<file path="src/rtl/jtsp_pkg.sv">
package jtsp_pkg;

    // default stack depth, handed down from the top level
    localparam int STACK_DEPTH_DEF = 64;

    // depth of the request queue between front and back
    localparam int Q_DEPTH = 2;

    localparam int LEN_W   = 16;
    localparam int KIND_W  = 4;
    localparam int CODE_W  = 4;
    localparam int STAT_W  = 3;

    // context codes held on the stack
    localparam logic [CODE_W-1:0] ST_VALUE     = 4'd0;
    localparam logic [CODE_W-1:0] ST_PARTIAL   = 4'd1;
    localparam logic [CODE_W-1:0] ST_OBJ_NEW   = 4'd2;
    localparam logic [CODE_W-1:0] ST_OBJ_KEY   = 4'd3;
    localparam logic [CODE_W-1:0] ST_OBJ_COLON = 4'd4;
    localparam logic [CODE_W-1:0] ST_OBJ_VALUE = 4'd5;
    localparam logic [CODE_W-1:0] ST_OBJ_NEXT  = 4'd6;
    localparam logic [CODE_W-1:0] ST_ARR_NEW   = 4'd7;
    localparam logic [CODE_W-1:0] ST_ARR_ITEM  = 4'd8;
    localparam logic [CODE_W-1:0] ST_ARR_NEXT  = 4'd9;

    // token kinds
    localparam logic [KIND_W-1:0] TK_NUMBER    = 4'd4;
    localparam logic [KIND_W-1:0] TK_STRING    = 4'd3;
    localparam logic [KIND_W-1:0] TK_OBJ_OPEN  = 4'd5;
    localparam logic [KIND_W-1:0] TK_OBJ_CLOSE = 4'd6;
    localparam logic [KIND_W-1:0] TK_ARR_OPEN  = 4'd7;
    localparam logic [KIND_W-1:0] TK_ARR_CLOSE = 4'd8;
    localparam logic [KIND_W-1:0] TK_COLON     = 4'd9;
    localparam logic [KIND_W-1:0] TK_COMMA     = 4'd10;

    // event kinds
    localparam logic [KIND_W-1:0] EV_OBJ_END = 4'd6;
    localparam logic [KIND_W-1:0] EV_ARR_END = 4'd8;
    localparam logic [KIND_W-1:0] EV_NONE    = 4'd9;

    // status codes
    localparam logic [STAT_W-1:0] S_OK       = 3'd0;
    localparam logic [STAT_W-1:0] S_MORE     = 3'd1;
    localparam logic [STAT_W-1:0] S_INVALID  = 3'd2;
    localparam logic [STAT_W-1:0] S_BADKEY   = 3'd3;
    localparam logic [STAT_W-1:0] S_DEEP     = 3'd4;
    localparam logic [STAT_W-1:0] S_INTERNAL = 3'd5;
    localparam logic [STAT_W-1:0] S_UNCL_OBJ = 3'd6;
    localparam logic [STAT_W-1:0] S_UNCL_ARR = 3'd7;

    // token class flags decoded by the front
    typedef struct packed {
        logic scalar;
        logic key_str;
        logic obj_open;
        logic obj_close;
        logic arr_open;
        logic arr_close;
        logic colon;
        logic comma;
    } tok_class_t;

    // one request as it travels through the queue
    typedef struct packed {
        logic              func;
        logic [KIND_W-1:0] kind;
        logic              part;
        logic [LEN_W-1:0]  len;
        tok_class_t        cls;
    } req_t;

    // end-of-input scan: S_OK means skip this entry and go on downward
    function automatic logic [STAT_W-1:0] ctx_scan_status(input logic [CODE_W-1:0] code);
        logic [STAT_W-1:0] s;
        unique case (code)
            ST_VALUE, ST_PARTIAL:                          s = S_OK;
            ST_OBJ_NEW, ST_OBJ_KEY, ST_OBJ_COLON,
            ST_OBJ_VALUE, ST_OBJ_NEXT:                     s = S_UNCL_OBJ;
            ST_ARR_NEW, ST_ARR_ITEM, ST_ARR_NEXT:          s = S_UNCL_ARR;
            default:                                       s = S_INTERNAL;
        endcase
        return s;
    endfunction

endpackage

</file>
<file path="src/rtl/jtsp_front.sv">
module jtsp_front (
    input  logic                   clk,
    input  logic                   rst_n,
    input  logic                   s_axis_tvalid,
    output logic                   s_axis_tready,
    input  logic [15:0]            s_axis_tdata,
    input  logic [7:0]             s_axis_tuser,
    output jtsp_pkg::req_t         q_data,
    output logic                   q_valid,
    input  logic                   q_pop
);
    import jtsp_pkg::*;

    localparam int QPW = (Q_DEPTH > 1) ? $clog2(Q_DEPTH) : 1;
    localparam int QCW = $clog2(Q_DEPTH + 1);

    req_t             req_in;
    req_t             q_mem [Q_DEPTH];
    logic [QPW-1:0]   wr_ptr_reg, wr_ptr_next;
    logic [QPW-1:0]   rd_ptr_reg, rd_ptr_next;
    logic [QCW-1:0]   cnt_reg, cnt_next;
    logic             push;

    // classify the incoming token
    always_comb
    begin
        req_in.func          = s_axis_tuser[0];
        req_in.kind          = s_axis_tuser[4:1];
        req_in.part          = s_axis_tuser[5];
        req_in.len           = s_axis_tdata;
        req_in.cls.scalar    = (req_in.kind <= TK_NUMBER);
        req_in.cls.key_str   = (req_in.kind == TK_STRING);
        req_in.cls.obj_open  = (req_in.kind == TK_OBJ_OPEN);
        req_in.cls.obj_close = (req_in.kind == TK_OBJ_CLOSE);
        req_in.cls.arr_open  = (req_in.kind == TK_ARR_OPEN);
        req_in.cls.arr_close = (req_in.kind == TK_ARR_CLOSE);
        req_in.cls.colon     = (req_in.kind == TK_COLON);
        req_in.cls.comma     = (req_in.kind == TK_COMMA);
    end

    assign s_axis_tready = (cnt_reg != QCW'(Q_DEPTH));
    assign push          = s_axis_tvalid && s_axis_tready;
    assign q_valid       = (cnt_reg != '0);
    assign q_data        = q_mem[rd_ptr_reg];

    always_comb
    begin
        wr_ptr_next = wr_ptr_reg;
        rd_ptr_next = rd_ptr_reg;
        cnt_next    = cnt_reg;
        if (push)
        begin
            wr_ptr_next = (wr_ptr_reg == QPW'(Q_DEPTH - 1)) ? '0 : wr_ptr_reg + QPW'(1);
        end
        if (q_pop)
        begin
            rd_ptr_next = (rd_ptr_reg == QPW'(Q_DEPTH - 1)) ? '0 : rd_ptr_reg + QPW'(1);
        end
        if (push && !q_pop)
        begin
            cnt_next = cnt_reg + QCW'(1);
        end
        else if (!push && q_pop)
        begin
            cnt_next = cnt_reg - QCW'(1);
        end
    end

    always_ff @(posedge clk or negedge rst_n)
    begin
        if (!rst_n)
        begin
            wr_ptr_reg <= '0;
            rd_ptr_reg <= '0;
            cnt_reg    <= '0;
        end
        else
        begin
            wr_ptr_reg <= wr_ptr_next;
            rd_ptr_reg <= rd_ptr_next;
            cnt_reg    <= cnt_next;
        end
    end

    always_ff @(posedge clk)
    begin
        if (push)
        begin
            q_mem[wr_ptr_reg] <= req_in;
        end
    end

endmodule

</file>
<file path="src/rtl/jtsp_back.sv">
module jtsp_back #(
    parameter int STACK_DEPTH = jtsp_pkg::STACK_DEPTH_DEF
) (
    input  logic           clk,
    input  logic           rst_n,
    input  jtsp_pkg::req_t q_data,
    input  logic           q_valid,
    output logic           q_pop,
    output logic           m_axis_tvalid,
    input  logic           m_axis_tready,
    output logic [15:0]    m_axis_tdata,
    output logic [7:0]     m_axis_tuser
);
    import jtsp_pkg::*;

    localparam int AW = $clog2(STACK_DEPTH);
    localparam int TW = $clog2(STACK_DEPTH + 1);

    localparam logic [1:0] BK_IDLE    = 2'd0;
    localparam logic [1:0] BK_EXEC    = 2'd1;
    localparam logic [1:0] BK_SCAN_RD = 2'd2;
    localparam logic [1:0] BK_SCAN_EV = 2'd3;

    logic [1:0]        state_reg, state_next;
    logic [TW-1:0]     top_reg, top_next;
    logic [CODE_W-1:0] cache_reg, cache_next;   // entry at top - 1
    req_t              req_reg, req_next;
    logic [AW-1:0]     scan_reg, scan_next;

    logic [CODE_W-1:0] ctx_mem [STACK_DEPTH];   // entries below the cached top
    logic [CODE_W-1:0] rd_data_reg;
    logic              rd_en, wr_en;
    logic [AW-1:0]     rd_addr, wr_addr;
    logic [CODE_W-1:0] wr_data;

    logic              out_valid_reg, out_valid_next;
    logic [KIND_W-1:0] out_ev_reg;
    logic [STAT_W-1:0] out_st_reg;
    logic [LEN_W-1:0]  out_len_reg;
    logic              ld;
    logic [KIND_W-1:0] ld_ev;
    logic [STAT_W-1:0] ld_st;
    logic [LEN_W-1:0]  ld_len;
    logic              out_free;

    logic              top_ok, at_full;
    logic [TW-1:0]     top_m1, top_m2;

    // token decode results
    logic              x_res, do_value, push_req, pop;
    logic [KIND_W-1:0] x_ev;
    logic [STAT_W-1:0] x_st;
    logic [CODE_W-1:0] set_code, push_code;
    logic [STAT_W-1:0] sc;

    assign top_ok   = (top_reg != '0) && (top_reg <= TW'(STACK_DEPTH));
    assign at_full  = (top_reg >= TW'(STACK_DEPTH));
    assign top_m1   = top_reg - TW'(1);
    assign top_m2   = top_reg - TW'(2);
    assign out_free = !out_valid_reg || m_axis_tready;

    // token against the context on top of the stack
    always_comb
    begin
        x_res     = 1'b1;
        x_ev      = EV_NONE;
        x_st      = S_OK;
        do_value  = 1'b0;
        push_req  = 1'b0;
        push_code = ST_PARTIAL;
        pop       = 1'b0;
        set_code  = cache_reg;
        if (!top_ok)
        begin
            x_st = S_INTERNAL;
        end
        else
        begin
            unique case (cache_reg)
                ST_VALUE:
                begin
                    do_value = 1'b1;
                end
                ST_PARTIAL:
                begin
                    pop = !req_reg.part;
                    if (req_reg.cls.scalar)
                    begin
                        x_ev = req_reg.kind;
                        x_st = {2'b00, req_reg.part};
                    end
                    else
                    begin
                        x_st = S_INTERNAL;
                    end
                end
                ST_OBJ_NEW, ST_OBJ_NEXT:
                begin
                    if (cache_reg == ST_OBJ_NEW && req_reg.cls.obj_close)
                    begin
                        pop  = 1'b1;
                        x_ev = EV_OBJ_END;
                    end
                    else if (req_reg.cls.key_str)
                    begin
                        x_ev     = req_reg.kind;
                        set_code = ST_OBJ_KEY;
                        x_st     = {2'b00, req_reg.part};
                        push_req = req_reg.part;
                    end
                    else
                    begin
                        x_st = S_BADKEY;
                    end
                end
                ST_OBJ_KEY:
                begin
                    if (req_reg.cls.colon)
                    begin
                        set_code = ST_OBJ_COLON;
                        x_res    = 1'b0;
                    end
                    else
                    begin
                        x_st = S_INVALID;
                    end
                end
                ST_OBJ_COLON:
                begin
                    set_code = ST_OBJ_VALUE;
                    do_value = 1'b1;
                end
                ST_OBJ_VALUE:
                begin
                    if (req_reg.cls.comma)
                    begin
                        set_code = ST_OBJ_NEXT;
                        x_res    = 1'b0;
                    end
                    else if (req_reg.cls.obj_close)
                    begin
                        pop  = 1'b1;
                        x_ev = EV_OBJ_END;
                    end
                    else
                    begin
                        x_st = S_INVALID;
                    end
                end
                ST_ARR_ITEM:
                begin
                    if (req_reg.cls.comma)
                    begin
                        set_code = ST_ARR_NEXT;
                        x_res    = 1'b0;
                    end
                    else if (req_reg.cls.arr_close)
                    begin
                        pop  = 1'b1;
                        x_ev = EV_ARR_END;
                    end
                    else
                    begin
                        x_st = S_INVALID;
                    end
                end
                ST_ARR_NEW:
                begin
                    if (req_reg.cls.arr_close)
                    begin
                        pop  = 1'b1;
                        x_ev = EV_ARR_END;
                    end
                    else
                    begin
                        set_code = ST_ARR_ITEM;
                        do_value = 1'b1;
                    end
                end
                ST_ARR_NEXT:
                begin
                    set_code = ST_ARR_ITEM;
                    do_value = 1'b1;
                end
                default:
                begin
                    x_st = S_INTERNAL;
                end
            endcase
        end

        // a value is expected here
        if (do_value)
        begin
            if (req_reg.cls.scalar)
            begin
                x_ev     = req_reg.kind;
                x_st     = {2'b00, req_reg.part};
                push_req = req_reg.part;
            end
            else if (req_reg.cls.obj_open || req_reg.cls.arr_open)
            begin
                x_ev      = req_reg.kind;
                x_st      = {2'b00, req_reg.part};
                push_req  = 1'b1;
                push_code = req_reg.cls.obj_open ? ST_OBJ_NEW : ST_ARR_NEW;
            end
            else
            begin
                x_st = S_INVALID;
            end
        end

        if (push_req && at_full)
        begin
            x_st = S_DEEP;
        end
        if (x_st >= S_INVALID)
        begin
            x_ev = EV_NONE;
        end
    end

    // sequencer
    always_comb
    begin
        state_next = state_reg;
        top_next   = top_reg;
        cache_next = cache_reg;
        req_next   = req_reg;
        scan_next  = scan_reg;
        q_pop      = 1'b0;
        rd_en      = 1'b0;
        rd_addr    = top_m2[AW-1:0];
        wr_en      = 1'b0;
        wr_addr    = top_m1[AW-1:0];
        wr_data    = set_code;
        ld         = 1'b0;
        ld_ev      = EV_NONE;
        ld_st      = S_OK;
        ld_len     = '0;
        sc         = S_OK;
        unique case (state_reg)
            BK_IDLE:
            begin
                if (q_valid)
                begin
                    // fetch the entry under the top in case the token pops
                    q_pop      = 1'b1;
                    req_next   = q_data;
                    rd_en      = 1'b1;
                    state_next = BK_EXEC;
                end
            end
            BK_EXEC:
            begin
                if (req_reg.func)
                begin
                    sc = ctx_scan_status(cache_reg);
                    if (top_reg <= TW'(1))
                    begin
                        ld_st = S_OK;
                        if (out_free)
                        begin
                            ld         = 1'b1;
                            state_next = BK_IDLE;
                        end
                    end
                    else if (sc != S_OK || top_m1 == TW'(1))
                    begin
                        ld_st = (sc != S_OK) ? sc : S_INTERNAL;
                        if (out_free)
                        begin
                            ld         = 1'b1;
                            state_next = BK_IDLE;
                        end
                    end
                    else
                    begin
                        scan_next  = top_m2[AW-1:0];
                        state_next = BK_SCAN_RD;
                    end
                end
                else if (!x_res || out_free)
                begin
                    ld         = x_res;
                    ld_ev      = x_ev;
                    ld_st      = x_st;
                    ld_len     = req_reg.len;
                    state_next = BK_IDLE;
                    if (push_req && !at_full)
                    begin
                        wr_en      = 1'b1;
                        top_next   = top_reg + TW'(1);
                        cache_next = push_code;
                    end
                    else if (pop)
                    begin
                        top_next   = top_m1;
                        cache_next = rd_data_reg;
                    end
                    else
                    begin
                        cache_next = set_code;
                    end
                end
            end
            BK_SCAN_RD:
            begin
                rd_en      = 1'b1;
                rd_addr    = scan_reg;
                state_next = BK_SCAN_EV;
            end
            BK_SCAN_EV:
            begin
                sc = ctx_scan_status(rd_data_reg);
                if (sc != S_OK || scan_reg == AW'(1))
                begin
                    ld_st = (sc != S_OK) ? sc : S_INTERNAL;
                    if (out_free)
                    begin
                        ld         = 1'b1;
                        state_next = BK_IDLE;
                    end
                end
                else
                begin
                    scan_next  = scan_reg - AW'(1);
                    state_next = BK_SCAN_RD;
                end
            end
            default:
            begin
                state_next = BK_IDLE;
            end
        endcase
    end

    assign out_valid_next = ld ? 1'b1 : (m_axis_tready ? 1'b0 : out_valid_reg);

    always_ff @(posedge clk or negedge rst_n)
    begin
        if (!rst_n)
        begin
            state_reg     <= BK_IDLE;
            top_reg       <= TW'(1);
            cache_reg     <= ST_VALUE;
            out_valid_reg <= 1'b0;
        end
        else
        begin
            state_reg     <= state_next;
            top_reg       <= top_next;
            cache_reg     <= cache_next;
            out_valid_reg <= out_valid_next;
        end
    end

    always_ff @(posedge clk)
    begin
        req_reg  <= req_next;
        scan_reg <= scan_next;
        if (ld)
        begin
            out_ev_reg  <= ld_ev;
            out_st_reg  <= ld_st;
            out_len_reg <= ld_len;
        end
    end

    // stack memory, one write and one registered read
    always_ff @(posedge clk)
    begin
        if (wr_en)
        begin
            ctx_mem[wr_addr] <= wr_data;
        end
        if (rd_en)
        begin
            rd_data_reg <= ctx_mem[rd_addr];
        end
    end

    assign m_axis_tvalid = out_valid_reg;
    assign m_axis_tdata  = out_len_reg;
    assign m_axis_tuser  = {1'b0, out_st_reg, out_ev_reg};

endmodule

</file>
<file path="src/rtl/json_token_structure_parser_top.sv">
// a token result passes the front queue, the request register and the output register
// the stack engine takes one token at a time, in a fetch state and then an execute state
// end-of-input check: walks the stack down from the top, one read and one check per entry
// reset: stack holds only the root value context, queue and output register are empty
// the stack memory is not cleared; the live count keeps every used read on a written entry
module json_token_structure_parser_top #(
    parameter int STACK_DEPTH = jtsp_pkg::STACK_DEPTH_DEF
) (
    input  logic        clk,
    input  logic        rst_n,
    // token requests in
    input  logic        s_axis_tvalid,
    output logic        s_axis_tready,
    input  logic [15:0] s_axis_tdata,   // token_length[15:0]
    input  logic [7:0]  s_axis_tuser,   // func[0], token_kind[4:1], partial[5], zero[7:6]
    // structure events out
    output logic        m_axis_tvalid,
    input  logic        m_axis_tready,
    output logic [15:0] m_axis_tdata,   // length[15:0]
    output logic [7:0]  m_axis_tuser    // event_kind[3:0], status[6:4], zero[7]
);
    import jtsp_pkg::*;

    // request handed from the classifying front to the stack engine
    req_t q_data;
    logic q_valid;
    logic q_pop;

    // front: takes requests, decodes the token kind, buffers in a short queue
    jtsp_front u_front (
        .clk           (clk),
        .rst_n         (rst_n),
        .s_axis_tvalid (s_axis_tvalid),
        .s_axis_tready (s_axis_tready),
        .s_axis_tdata  (s_axis_tdata),
        .s_axis_tuser  (s_axis_tuser),
        .q_data        (q_data),
        .q_valid       (q_valid),
        .q_pop         (q_pop)
    );

    // back: context stack with the top entry cached in a register,
    // end-of-input walk, and the output register
    jtsp_back #(
        .STACK_DEPTH (STACK_DEPTH)
    ) u_back (
        .clk           (clk),
        .rst_n         (rst_n),
        .q_data        (q_data),
        .q_valid       (q_valid),
        .q_pop         (q_pop),
        .m_axis_tvalid (m_axis_tvalid),
        .m_axis_tready (m_axis_tready),
        .m_axis_tdata  (m_axis_tdata),
        .m_axis_tuser  (m_axis_tuser)
    );

endmodule

</file>
<file path="config.mk">
export PLATFORM = sky130hd
export DESIGN_NAME = json_token_structure_parser_top
export DESIGN_NICKNAME = d
export VERILOG_FILES = /design/src/rtl/jtsp_pkg.sv /design/src/rtl/jtsp_front.sv /design/src/rtl/jtsp_back.sv /design/src/rtl/json_token_structure_parser_top.sv
export SDC_FILE = /design/constraint.sdc
export NUM_CORES = 1
export LEC_CHECK = 0
export ABC_CLOCK_PERIOD_IN_PS = 11100
export BUFFER_PORTS_ARGS = -buffer_cell sky130_fd_sc_hd__buf_2
export CORE_MARGIN = 5
export CORE_UTILIZATION = 61
export DETAILED_ROUTE_END_ITERATION = 12
export HOLD_SLACK_MARGIN = 0.1
export PLACE_DENSITY = 0.78
export SLEW_MARGIN = 10
export SYNTH_ARGS = -nofsm -noshare
export SYNTH_HDL_FRONTEND = slang
export SYNTH_SLANG_ARGS = --single-unit
</file>
<file path="constraint.sdc">
create_clock -name clk -period 11.1 [get_ports clk]
set_clock_uncertainty 0.15 [all_clocks]
set_input_delay 1.665 -clock clk [delete_from_list [all_inputs] [get_ports clk]]
set_output_delay 1.665 -clock clk [all_outputs]
set_load 0.1 [all_outputs]
</file>
# Word-level counts from Yosys, hierarchy flattened
# Memory sizes are Yosys's and may differ from the RTL's. A register that Yosys moved wholly into a read port is not among the register bits.
# Index checks and enable logic that the tools add are counted.
[op_classes]
add_sub_neg = 8
multipliers = 0
n_reduce_logical = 39
bitwise = 3
n_lt_le_gt_ge = 5
n_shift = 0
eq_ne = 28
n_mux = 112
div_mod_pow = 0
[ops]
columns = ["op", "count"]
rows = [
  ["4-bit two-way mux", 22],
  ["3-bit two-way mux", 19],
  ["1-bit two-way mux", 39],
  ["6-bit two-way mux", 5],
  ["4-bit by 3-bit equality test with 1-bit output (second input constant)", 7],
  ["2-bit two-way mux", 14],
  ["4-bit case mux with 7 select lines", 1],
  ["4-bit equality test (second input constant)", 5],
  ["4-bit case mux with 5 select lines", 1],
  ["3-bit case mux with 6 select lines", 1],
  ["7-bit two-way mux", 2],
  ["4-bit by 2-bit equality test with 1-bit output (second input constant)", 3],
  ["6-bit case mux with 2 select lines", 1],
  ["2-bit inequality test (second input constant)", 5],
  ["2-bit nonzero test", 5],
  ["1-bit case mux with 2 select lines", 4],
  ["2-bit case mux with 4 select lines", 1],
  ["4-bit OR reduction", 2],
  ["7-bit by 1-bit adder with 7-bit output (second input constant)", 1],
  ["7-bit by 1-bit equality test with 1-bit output (second input constant)", 1],
  ["7-bit greater-or-equal comparator (second input constant)", 1],
  ["7-bit by 1-bit less-or-equal comparator with 1-bit output (second input constant)", 1],
  ["7-bit less-or-equal comparator (second input constant)", 1],
  ["1-bit logical AND", 7],
  ["29 further kinds", 46],
]
[totals]
mem_count = 4
in_bits = 28
latch_bits = 0
ram_bits = 316
register_bits = 47
wordCells = 210
romBits = 96
[memory_table]
columns = ["name", "depth", "width", "read_ports", "rd_clocked_by_memory_dff", "write_ports", "line_no", "text"]
rows = [
  ["u_back.ctx_mem", 64, 4, 1, 1, 1, "jtsp_back.sv:30", "logic [CODE_W-1:0] ctx_mem [STACK_DEPTH];"],
  ["u_front.q_mem", 2, 30, 1, 1, 1, "jtsp_front.sv:18", "req_t q_mem [Q_DEPTH];"],
  ["(name not given)", 16, 3, 1, 0, 0, "jtsp_pkg.sv:75", "unique case (code)"],
  ["(name not given)", 16, 3, 1, 0, 0, "jtsp_pkg.sv:75", ""],
]

# Longest topological paths before layout
# Gate-level depths: netlist of the first run.
[logic_depth]
word_depth = 15
ltp_mapped = 12
mapped_depth_nobuf = 9

# Cells and area by module
# Synthesis of the first run repeated with hierarchy kept, for this count alone.
[hier_totals]
hier_cells = 1266
area_unflattened_um2 = 17229.0
[by_module_without_submodules]
columns = ["module", "seq_area_each_um2", "n_inst", "cells_each", "area_per_inst_um2"]
rows = [
  ["jtsp_back", 9930.8, 1, 1141, 14785.4],
  ["jtsp_front", 1901.8, 1, 125, 2443.6],
]

# Least setup slack after synthesis of the first run
# OpenSTA, ideal clock, no wires.
[synth_timing]
path_kind = "reg-to-reg"
startpoint = "reg u_back.top_reg[3]"
endpoint = "reg u_back.cache_reg[0]"
synth_period_minus_slack_ns = 4.253
path_slack_ns = 6.847
path_stages_with_launch = 9
t_arrival_ns = 4.037
setup_ns = 0.066
cell_sequence = "dfrtp_1 > buf_6 > or3_4 > or3_1 > and2_1 > buf_2 > a31oi_1 > mux2_2 > o221a_2"
[synth_rtl]
columns = ["item", "line_no", "text"]
rows = [
  ["start: declaration", "jtsp_back.sv:25", "logic [TW-1:0] top_reg, top_next;"],
  ["start signal: assignment", "jtsp_back.sv:353", "top_reg <= top_next;"],
  ["7-bit less-or-equal comparator or 7-bit nonzero test (tied branches)", "jtsp_back.sv:56", "assign top_ok = (top_reg != '0) && (top_reg <= TW'(STACK_DEPTH));"],
  ["1-bit logical AND (*)", "jtsp_back.sv:56", ""],
  ["4-bit two-way mux (*)", "jtsp_back.sv:73", "if (!top_ok)"],
  ["via u_back.set_code[0]", "jtsp_back.sv:53", "logic [CODE_W-1:0] set_code, push_code;"],
  ["4-bit two-way mux (*)", "jtsp_back.sv:297", "else if (pop)"],
  ["4-bit two-way mux (*)", "jtsp_back.sv:291", "if (push_req && !at_full)"],
  ["end signal: assignment", "jtsp_back.sv:354", "cache_reg <= cache_next;"],
  ["end: declaration", "jtsp_back.sv:26", "logic [CODE_W-1:0] cache_reg, cache_next;"],
]
# The timed path passes the listed nets; every way through them passes the cells marked *.
# A chain may end at the register's enable or synchronous reset.

# Final worst setup path of the first run
[layout_timing]
startpoint = "reg u_back.state_reg[1]"
endpoint = "reg u_back.rd_data_reg[2], read port of u_back.ctx_mem, data pin"
[layout_via]
elab_chain_cells = 2
[layout_lines]
columns = ["item", "line_no", "text"]
rows = [
  ["start: declaration", "jtsp_back.sv:24", "logic [1:0] state_reg, state_next;"],
  ["start signal: assignment", "jtsp_back.sv:352", "state_reg <= state_next;"],
  ["2-bit equality test or 2-bit logical NOT (tied branches)", "jtsp_back.sv:243", "unique case (state_reg)"],
  ["1-bit case mux with 2 select lines or 6-bit two-way mux (tied branches)", "jtsp_back.sv:243", ""],
  ["end: declaration", "jtsp_back.sv:31", "logic [CODE_W-1:0] rd_data_reg;"],
]
# Parallel ways exist; a longest one is shown, timed or not.

==> results of run 1 <==
==> cells by family (layout without fill, tap and decap cells) <==
group / count (synthesis) / after routing / share of synthesized area
AO/OA/AOI/OAI: 177 / 177 / 0.07255
adder cells (fa/ha/maj): 11 / 11 / 0.008102
flip-flops: 397 / 397 / 0.6965
multiplexers: 88 / 88 / 0.06622
AND/OR/NAND/NOR: 449 / 449 / 0.1245
XOR/XNOR: 23 / 23 / 0.01186
buffers and inverters: 78 / 160 / 0.02003
other: 1 / 1 / 0.0002208
==> per-layer routing <==
metal / wire length (um) / share of wire / GRT usage / vias to the layer above
li1: - / - / - / 4749
met1: 15350 / 0.40 / 0.3482 / 5170
met2: 18260 / 0.48 / 0.3942 / 566
met3: 3399 / 0.089 / 0.04230 / 75
met4: 1043 / 0.027 / 0.07447 / 0
met5: 0 / 0 / 0 / -
==> cell type report <==
type,count,area share
well taps,378,0.02493
clock buffers,49,0.05678
inverters,17,0.003363
clock inverters,23,0.01259
repair buffers,71,0.02150
multi-input cells,749,0.2572
flip-flops and latches,397,0.6236
==> power groups by stage <==
stage,combinational [mW],clock [mW],sequential (mW)
after floorplan,0.556,0,2.15
after global placement,1.01,0,1.94
after detailed placement,1.03,0,1.95
after CTS,1.03,1.35,1.92
after global routing,1.10,1.42,1.93
final,1.04,1.33,1.92
==> metrics by stage <==
stage	cell area [um2]	util	hold WS, ps	std cells	power, mW
final	18970	0.6868	359.9	1684	4.289
after global routing	18970	0.6868	381.8	1684	4.450
after CTS	18970	0.6868	359.0	1684	4.302
after detailed placement	17660	0.6391	352.2	1612	2.977
after global placement	17660	0.6391	343.3	1612	2.947
after floorplan	16990	-	310.8	1224	2.710
==> critical path, stage by stage, from the launching register on <==
cell and delay, ps:
dfrtp_1 660, nand2b_1 520, a21oi_4 270, buf_4 460, buf_4 680, nor2_1 380, a32oi_1 270, a31oi_1 120
and3_1 230, nor4_1 520
==> Yosys cell counts, types with 7 or more instances <==
cell type	instances
a211oi_1	8
a21o_1	7
a21oi_1	45
a22oi_1	8
a31oi_1	16
a32oi_1	16
and2_1	20
and3_1	9
buf_1	11
buf_2	17
clkbuf_1	28
dfrtp_1	17
edfxtp_1	379
ha_1	11
inv_1	17
mux2_2	35
mux2i_1	37
mux4_2	16
nand2_1	144
nand2b_1	13
nand3_1	48
nand4_1	13
nor2_1	128
nor2b_1	8
nor3_1	18
o21ai_0	21
or3_1	9
xnor2_1	13
xor2_1	10
==> path summary, 6_finish.rpt <==
check	endpoint	slack (ps)	cells after the start
max in group asynchronous	u_back.top_reg[0]	9520	1
worst max-delay path	u_back.rd_data_reg[2]	6520	9
min in group asynchronous	u_front.rd_ptr_reg	930	1
worst min register to register	u_back.m_axis_tdata[15]	360	1
worst min-delay path	u_back.m_axis_tdata[15]	360	1
worst max register to register	u_back.rd_data_reg[2]	6520	9
==> impl_metrics.ini, run 1 <==
[layout]
final_cell_mix = 379 x edfxtp_1, 144 x nand2_1, 127 x nor2_1
multi_input_area_mm2 = 0.004881
layout.cells.most_common = edfxtp_1
fillerInstances = 1878
syn_to_final_growth_pct = 11.70
drive_above_1_share = 0.1570
layout.nets = 1316
largest_register_ff_count = 256
register_area_mm2 = 0.01183
diodes = 0

[logic_synthesis]
yosysSeqAreaShare = 0.6965
synth-edff-count = 379
synth_nets = 1263
synth_area_mm2 = 0.01699
synth_area_leaders = edfxtp_1 67%, nand2_1 3.2%, nor2_1 2.8%, dfrtp_1 2.5%, mux2_2 2.3%
yosysTopAreaCell = edfxtp_1
post_synth_num_cell_types = 77
synth_cells = 1224
async_reset_ff_frac = 0.04534
yosys_warnings = 0
syn_avg_cell_area_um2 = 13.88
synth_ff_type = edfxtp_1
synth_top_area_frac = 0.6700
yosys_register_bits = 397

[sta]
layout_min_cycle_time_ps = 4577
setup_violations = 0
worst_slack_ps = 6523
tightest_slew_ps = 942.9
slew_viol_final = 0
fmax_mhz = 218.5
grt_setup_unrepaired = false
tns_ps = 0
finalHoldViolCount = 0
slew_headroom = 0.3691
period_share = 0.4124

[flow_run]
max-cap-violations = 0

[floorplan]
num_rows = 61
die_width_um = 176.9
fp.coreArea_mm2 = 0.02763
fp.dieArea_mm2 = 0.03129
initial_core_util = 0.6148
io_pins = 54
fp.dieH_um = 176.9

[setup_path]
startpoint = u_back.state_reg[1]
arrival_ps = 4690
cp-start-kind = flip-flop
path_max_fanout = 49
critPathRequiredTime_ps = 11210
cp-end-kind = flip-flop
critPathKind = flip-flop to flip-flop
r2r_start = u_back.state_reg[1]

[grt]
grtUsageTotal = 0.2447
grt_max_degree = 66
antenna_found_initial = 0
grt_pass1_vias = 10269
grt_pass1_wl_um = 58980
grt_overflow = 0

[clocking]
post-cts-setup-buffers = 0
insertion_delay_ps = 530
hold_buffers = 0
cts_tree = built
ctsLongestPathBuffers = 3
cts_num_sinks = 397
path_clk_slew_ps = 60
htree_levels = 2
cts.repair.resized = 0
numCtsBuffers = 41
root_buffer = clkbuf_16

[drt]
detail_route.wl_per_cell_um = 22.60
drc_errors = 0
detail-route-antenna-nets = 0
drt_first_pass_iters = 6
routed_via_density = 6.271
vias = 10560
drt_iter0_drc = 1356
wl_um = 38060

[power_and_ir_drop]
peakVddDrop_uv = 159.0
seqPwrFrac = 0.448
p_leak_nw = 6.605
intPower_mw = 2.905
combPwrFrac = 0.241
p_per_area_mw_per_mm2 = 226.0
swShare = 0.3226
switching_power_mw = 1.384
clockPowerShare = 0.311

[hold_path]
hold_path.class = flip-flop to flip-flop
hold_start = u_back.req_reg[23]

[placement]
port_buffers = 50
dpl.hpwl_um = 23200
preCtsSetupSlack_ps = 6675
gp_congestion = 0.9377

[status]
status = finished clean
Power figures use the tool's default switching activity.
==> run 2, diff against run 1 <==
ABC_CLOCK_PERIOD_IN_PS = 4600   (was 11100)
clock period = 4.6 ns   (was 11.1 ns; I/O delays follow)
==> impl_metrics.ini, run 2 (synthesis gave the netlist of run 1 again) <==
[sta]
grt_setup_unrepaired = false
slew_headroom = 0.2042
tightest_slew_ps = 1189
period_share = 0.8970
layout_min_cycle_time_ps = 4126
slew_viol_final = 0
finalHoldViolCount = 0
fmax_mhz = 242.3
tns_ps = 0
setup_violations = 0

[clocking]
htree_levels = 2
ctsLongestPathBuffers = 3
root_buffer = clkbuf_16
cts_num_sinks = 397
cts_tree = built
path_clk_slew_ps = 60
cts.repair.resized = 0
insertion_delay_ps = 540
numCtsBuffers = 39

[floorplan]
die_width_um = 176.9
fp.dieH_um = 176.9
fp.coreArea_mm2 = 0.02763
fp.dieArea_mm2 = 0.03129
initial_core_util = 0.6148
io_pins = 54
num_rows = 61

[setup_path]
r2r_cells = 9
cp-end-kind = flip-flop
setup.worst_path.end = u_back.ctx_mem[49][1]
critPathKind = flip-flop to flip-flop
arrival_ps = 4150
reg2reg_slack_ps = 470
r2r_start = u_back.top_reg[0]
reg2reg_to = u_back.ctx_mem[49][1]
path_max_fanout = 16
startpoint = u_back.top_reg[0]
critPathRequiredTime_ps = 4630
cp-start-kind = flip-flop

[placement]
port_buffers = 50
gp_congestion = 0.9598
dpl.hpwl_um = 24870
placedCellCount = 1626
post_dp_cell_area_mm2 = 0.01783

[layout]
final_cell_mix = 379 x edfxtp_1, 144 x nand2_1, 127 x nor2_1
drive_above_1_share = 0.1705
largest_register_ff_count = 256
diodes = 0
layout.nets = 1329
instances_no_fill = 1698
fin_area_mm2 = 0.01922
layout.cells.most_common = edfxtp_1
syn_to_final_growth_pct = 13.13

[flow_run]
max-cap-violations = 0

[drt]
routed_via_density = 6.362
met1_length_um = 15250
met2_length_um = 18620
vias = 10802
drt_iter0_drc = 1285
top_layer_used = met5
drt_first_pass_iters = 6
wl_um = 39110
route.met3.wl_um = 4120
drc_errors = 0
detail_route.wl_per_cell_um = 23.04
detail-route-antenna-nets = 0

[status]
status = finished clean

[power_and_ir_drop]
p_per_area_mw_per_mm2 = 551.5
total_power_mw = 10.60
p_leak_nw = 6.709
peakVddDrop_uv = 412.6

[grt]
grtUsageTotal = 0.2539
grt_overflow = 0
grt_pass1_vias = 10812
antenna_found_initial = 1
grt_max_degree = 66
grt_pass1_wl_um = 61000

[hold_path]
hold_path.class = input port to flip-flop
run 2: worst min path at each step:
stage                        from                endpoint  slack, ps  cells past startpoint
2_1_floorplan               rst_n     u_back.cache_reg[0]        240                      0
3_3_place_gp   u_front.wr_ptr_reg      u_front.wr_ptr_reg        340                      1
3_5_place_dp   u_back.req_reg[13]  u_back.m_axis_tdata[5]        350                      1
4_1_cts           s_axis_tdata[8]    u_front.q_mem[0][16]        170                      1
5_1_grt           s_axis_tdata[1]     u_front.q_mem[1][9]        170                      1
6_report          s_axis_tdata[2]    u_front.q_mem[0][10]        190                      1
run 2: metrics by stage:
step / util / setup WS, ps / hold WS, ps
2_1_floorplan: - / 346.9 / 244.4
3_3_place_gp: 0.6452 / 715.5 / 343.6
3_5_place_dp: 0.6452 / 622.9 / 354.1
4_1_cts: 0.6955 / 615.8 / 173.5
5_1_grt: 0.6955 / 253.0 / 171.3
6_report: 0.6955 / 473.6 / 190.9
run 2: critical path, stage by stage, from the launching register on:
cell	delay [ps]
dfstp_2	750
inv_1	210
ha_1	260
nand2b_1	100
or3_1	160
o211ai_2	110
a211o_1	440
nor3_1	410
nand3_1	610
nor2_1	570
run 2: what timing repair did:
item	4_1_cts	5_1_grt
endpoints found under the setup margin	0	0
hold endpoints to repair	17	0
buffers inserted	0	0
hold buffers	1	0
run 2: per-layer routing:
metal  global-route usage  vias up
met1               0.3558     5273
li1                     -     4794
met4              0.07963        2
met5                    0        -
met2               0.4032      634
met3              0.05853       99
run 2: cell type report:
type | count | area, um2
Inverter | 17 | 63.81
Tap cell | 378 | 473.0
Fill cell | 1839 | 8412
Sequential cell | 397 | 11830
Timing Repair Buffer | 86 | 585.6
Clock buffer | 47 | 1006
Clock inverter | 24 | 375.4
Multi-Input combinational cell | 749 | 4881
run 2: report_power, final:
part,switching (mW),internal (mW),leakage (nW)
combinational,1.84,0.717,2.11
clock,1.34,2.04,0.647
sequential,0.221,4.44,3.95
